[config.mk]
export PLATFORM = sky130hd
export DESIGN_NAME = fapab_cfg
export DESIGN_NICKNAME = d
export VERILOG_FILES = /design/src/fapab_pkg.sv /design/src/fapab_cfg.sv
export SDC_FILE = /design/constraint.sdc
export NUM_CORES = 1
export LEC_CHECK = 0
export CAP_MARGIN = 30
export CORE_MARGIN = 1
export CORE_UTILIZATION = 34
export CTS_CLUSTER_DIAMETER = 120
export DETAILED_ROUTE_END_ITERATION = 8
export DONT_BUFFER_PORTS = 1
export SYNTH_ARGS = -nofsm -noshare
export SYNTH_HDL_FRONTEND = slang
export SYNTH_SLANG_ARGS = --single-unit
[constraint.sdc]
create_clock -name clk -period 3.5 [get_ports clk]
set_input_delay 0.875 -clock clk [delete_from_list [all_inputs] [get_ports clk]]
set_output_delay 0.875 -clock clk [all_outputs]
set_load 0.01 [all_outputs]
[src/fapab_pkg.sv]
`timescale 1ns / 1ps

package fapab_pkg;

  localparam int FRAC_BITS_DEF = 16;
  localparam int CFG_IDX_W     = 3;

  localparam logic [CFG_IDX_W-1:0] CFG_COEF_XX = 3'd0;
  localparam logic [CFG_IDX_W-1:0] CFG_COEF_XY = 3'd1;
  localparam logic [CFG_IDX_W-1:0] CFG_COEF_YX = 3'd2;
  localparam logic [CFG_IDX_W-1:0] CFG_COEF_YY = 3'd3;
  localparam logic [CFG_IDX_W-1:0] CFG_SHIFT_X = 3'd4;
  localparam logic [CFG_IDX_W-1:0] CFG_SHIFT_Y = 3'd5;

  localparam logic OP_POINT  = 1'b0;
  localparam logic OP_BOUNDS = 1'b1;

  typedef struct packed {
    logic               operation;
    logic signed [31:0] x_in;
    logic signed [31:0] y_in;
    logic signed [31:0] width_in;
    logic signed [31:0] height_in;
  } in_t;

  typedef struct packed {
    logic               ok;
    logic signed [31:0] x_out;
    logic signed [31:0] y_out;
    logic signed [31:0] width_out;
    logic signed [31:0] height_out;
  } out_t;

  typedef struct packed {
    logic signed [31:0] xx;
    logic signed [31:0] xy;
    logic signed [31:0] yx;
    logic signed [31:0] yy;
    logic signed [31:0] tx;
    logic signed [31:0] ty;
  } coef_t;

endpackage

[src/fapab_cfg.sv]
`timescale 1ns / 1ps

module fapab_cfg #(
  parameter int FRACTION_BITS = fapab_pkg::FRAC_BITS_DEF
) (
  input  logic                             clk,
  input  logic                             rst,
  input  logic                             cfg_valid,
  output logic                             cfg_ready,
  input  logic [fapab_pkg::CFG_IDX_W-1:0]  cfg_index,
  input  logic [31:0]                      cfg_data,
  output fapab_pkg::coef_t                 coef
);
  import fapab_pkg::*;

  localparam logic signed [31:0] ONE = 32'(64'sd1 <<< FRACTION_BITS);

  assign cfg_ready = 1'b1;

  always_ff @(posedge clk) begin
    if (rst) begin
      coef.xx <= ONE;
      coef.xy <= '0;
      coef.yx <= '0;
      coef.yy <= ONE;
      coef.tx <= '0;
      coef.ty <= '0;
    end else if (cfg_valid) begin
      case (cfg_index)
        CFG_COEF_XX: coef.xx <= $signed(cfg_data);
        CFG_COEF_XY: coef.xy <= $signed(cfg_data);
        CFG_COEF_YX: coef.yx <= $signed(cfg_data);
        CFG_COEF_YY: coef.yy <= $signed(cfg_data);
        CFG_SHIFT_X: coef.tx <= $signed(cfg_data);
        CFG_SHIFT_Y: coef.ty <= $signed(cfg_data);
        default: begin
        end
      endcase
    end
  end

endmodule

==> run_results.csv <==
group,metric,value,unit
floorplan,dieWidth,150.3,µm
worst_setup_path,worst-r2r-setup-slack,2.76,ns
yosys,synth_top_area_share,51.42,%
drt,vias,4490,
place,dp_hpwl,11.86,mm
sta,setup_viol,0,
outcome,status,"completed",
clock_network,cts_buffer_depth,2,
grt,grt_first_pass_wirelength,26.49,mm
worst_setup_path,r2r-start,"coef[31]",
clock_network,postCtsSetupBuffers,0,
sta,final.period_utilization,51.56,%
worst_setup_path,startpoint_type,"input port",
grt,antenna_found_initial,0,
pwr,powerDensity,527.3,nW/µm²
yosys,syn_avg_cell_area,11.19,µm²
clock_network,numClockSinks,192,
clock_network,ctsHoldBuffers,0,
finish,final_area,8274,µm²
sta,relSlewSlack,36.43,%
hold_path,holdPathStages,2,
yosys,ys_ff_latch,192,
floorplan,core,21290,µm²
clock_network,cts_resized,0,
finish,largest_reg_flops,192,
pwr,irDropWorstVdd,0.2562,mV
yosys,synth_area_leaders,"dfxtp_1 (51%), mux2i_1 (26%), nand2b_1 (19%)",
yosys,ys_warn_count,0,
clock_network,numCtsBuffers,17,
worst_setup_path,worstSetupPathType,"in2reg",
sta,hold_slack,0.5197,ns
yosys,syn-cell-area,7475,µm²
grt,grt_overflow,0,
worst_setup_path,r2r-end,"coef[31]",
drt,drcViolationCount,0,
hold_path,holdPathEnd,"coef[168]",
floorplan,fp.dieH,150.3,µm
grt,track_usage,15.42,%
worst_setup_path,max_stage_delay,0.84,ns
worst_setup_path,cp.required,3.83,ns
worst_setup_path,crit_family,"simple AND/OR/NAND/NOR gates",
sta,finalHoldViolations,0,
sta,fin_ws,1.696,ns
yosys,syn_nets,706,
yosys,synth_top_area_cell,"dfxtp_1",
yosys,seq_area_frac_synth,51.42,%
worst_setup_path,critPathMaxFanout,32,
sta,slew_violations,0,
finish,top_regs,"coef: 192 flops",
finish,nets,681,
sta,fin_crit,1.805,ns
finish,drive_gt1_share,6.555,%
clock_network,tritoncts,"built",
job,drv_cap,0,
clock_network,path_clk_slew,0.07,ns
worst_setup_path,crit_slowest_cell,"nand4bb_4",
worst_setup_path,critPathCaptureType,"flip-flop",
worst_setup_path,critical_path.cell_chain,"nand4bb_4 -> mux2i_1",
place,gp_congestion,0.7526,
place,dp_slack,1.218,ns
sta,fmax,554.2,MHz
finish,area_delta_synth_final,10.70,%
worst_setup_path,rr_worst_depth,2,
place,portBuffers,0,
finish,largest-register,"coef",
finish,num_antenna_cells,0,
floorplan,dieArea,22580,µm²
place,dpl_cell_area,7697,µm²
sta,rsz0062_at_grt,"no",
clock_network,htreeDepth,4,
clock_network,insertion_delay,0.42,ns
floorplan,ios,231,
drt,route.antenna.remaining_nets,0,
floorplan,num_rows,53,
floorplan,start_util,35.11,%
worst_setup_path,crit_buf_inv,0,
worst_setup_path,worst_ep_arrival_time,2.13,ns
yosys,synth_cells,668,
sta,fin_setup_tns,0,ns
grt,grt_max_degree,226,
drt,firstDrtPassIters,4,
yosys,synth_cell_types,14,
clock_network,cts_root_buffer,"clkbuf_16",
drt,drt_iter0_drc,131,
sta,fin_worst_skew,0,ns
hold_path,min_from,"coef[168]",
sta,worst_slew_pin_slew,0.9514,ns
drt,wirelength,17.62,mm
drt,viasPerCell,4.823,
grt,grt_pass1_vias,4624,
drt,drt-wirelength-per-cell,18.92,µm
hold_path,min-delay-path-class,"reg2reg",
pwr,p_leak,0.003809,µW
worst max path at each step:
stage,from,to,slack (ns),cells after the start
4_1_cts,cfg_index[2],coef[122],1.68,2
6_report,cfg_index[2],coef[122],1.70,2
3_5_place_dp,cfg_index[2],coef[107],1.22,2
3_3_place_gp,cfg_index[2],coef[101],1.27,2
5_1_grt,cfg_index[0],coef[39],1.61,2
2_1_floorplan,cfg_index[0],coef[181],1.48,5
final cells by class:
type	instances	area [µm²]
Fill cell	2075	13010
Sequential cell	192	3844
Multi-Input combinational cell	426	3465
Clock buffer	17	425.4
Tap cell	275	344.1
Clock inverter	15	151.4
Timing Repair Buffer	6	45.04
cell usage after synthesis, drive strengths merged:
| master | number |
|---|---|
| nand2b | 222 |
| dfxtp | 192 |
| mux2i | 192 |
| clkbuf | 29 |
| buf | 21 |
| nand4bb | 3 |
| nor2 | 3 |
| nand4b | 2 |
| conb | 1 |
| nor4b | 1 |
| nor4bb | 1 |
| or4b | 1 |
stage by stage:
stage,utilization [%],power (µW),std cells
6_report,38.87,4363,931
5_1_grt,38.87,4526,931
3_3_place_gp,36.16,2527,899
4_1_cts,38.87,4437,931
2_1_floorplan,-,2502,668
3_5_place_dp,36.16,2534,899
where the power goes:
group,total [µW],switching [µW],internal [µW],leakage (µW)
Clock,1890,934,951,0.000275
Sequential,2290,60.5,2230,0.00155
Combinational,186,89.4,96.9,0.00198
Total,4360,1080,3280,0.00381
cells by family (layout without fill, tap and decap cells):
kind of cell / after synthesis / after routing / share of synthesized area (%)
other: 1 / 1 / 0.05017
DFF: 192 / 192 / 51.42
buffers and inverters: 50 / 38 / 3.013
and+or+nand+nor: 233 / 233 / 19.80
muxes: 192 / 192 / 25.71
layer usage:
layer / up-vias / wire length [µm] / GRT usage (%)
li1: 2156 / - / -
met1: 2171 / 7159 / 17.26
met2: 152 / 8245 / 25.23
met3: 11 / 2070 / 8.152
met4: 0 / 141 / 4.495
met5: - / 0 / 0
cells in the final DEF (no fill, tap or decap):
| master | Yosys | final |
|---|---|---|
| nor4bb_4 | 0 | 1 |
| nand2b_1 | 222 | 222 |
| nand4bb_2 | 0 | 1 |
| or4b_1 | 1 | 1 |
| conb_1 | 1 | 1 |
| clkinv_4 | 0 | 3 |
| mux2i_1 | 192 | 192 |
| clkinvlp_4 | 0 | 3 |
| clkinv_2 | 0 | 1 |
| nor4b_2 | 0 | 1 |
| clkinv_8 | 0 | 2 |
| nand4bb_4 | 0 | 2 |
| nor2_1 | 3 | 3 |
| buf_4 | 2 | 6 |
| inv_8 | 0 | 5 |
| clkbuf_16 | 0 | 17 |
| nand4b_1 | 2 | 2 |
| dfxtp_1 | 192 | 192 |
| inv_6 | 0 | 1 |
Note: power is estimated with default switching activity, not from simulation.
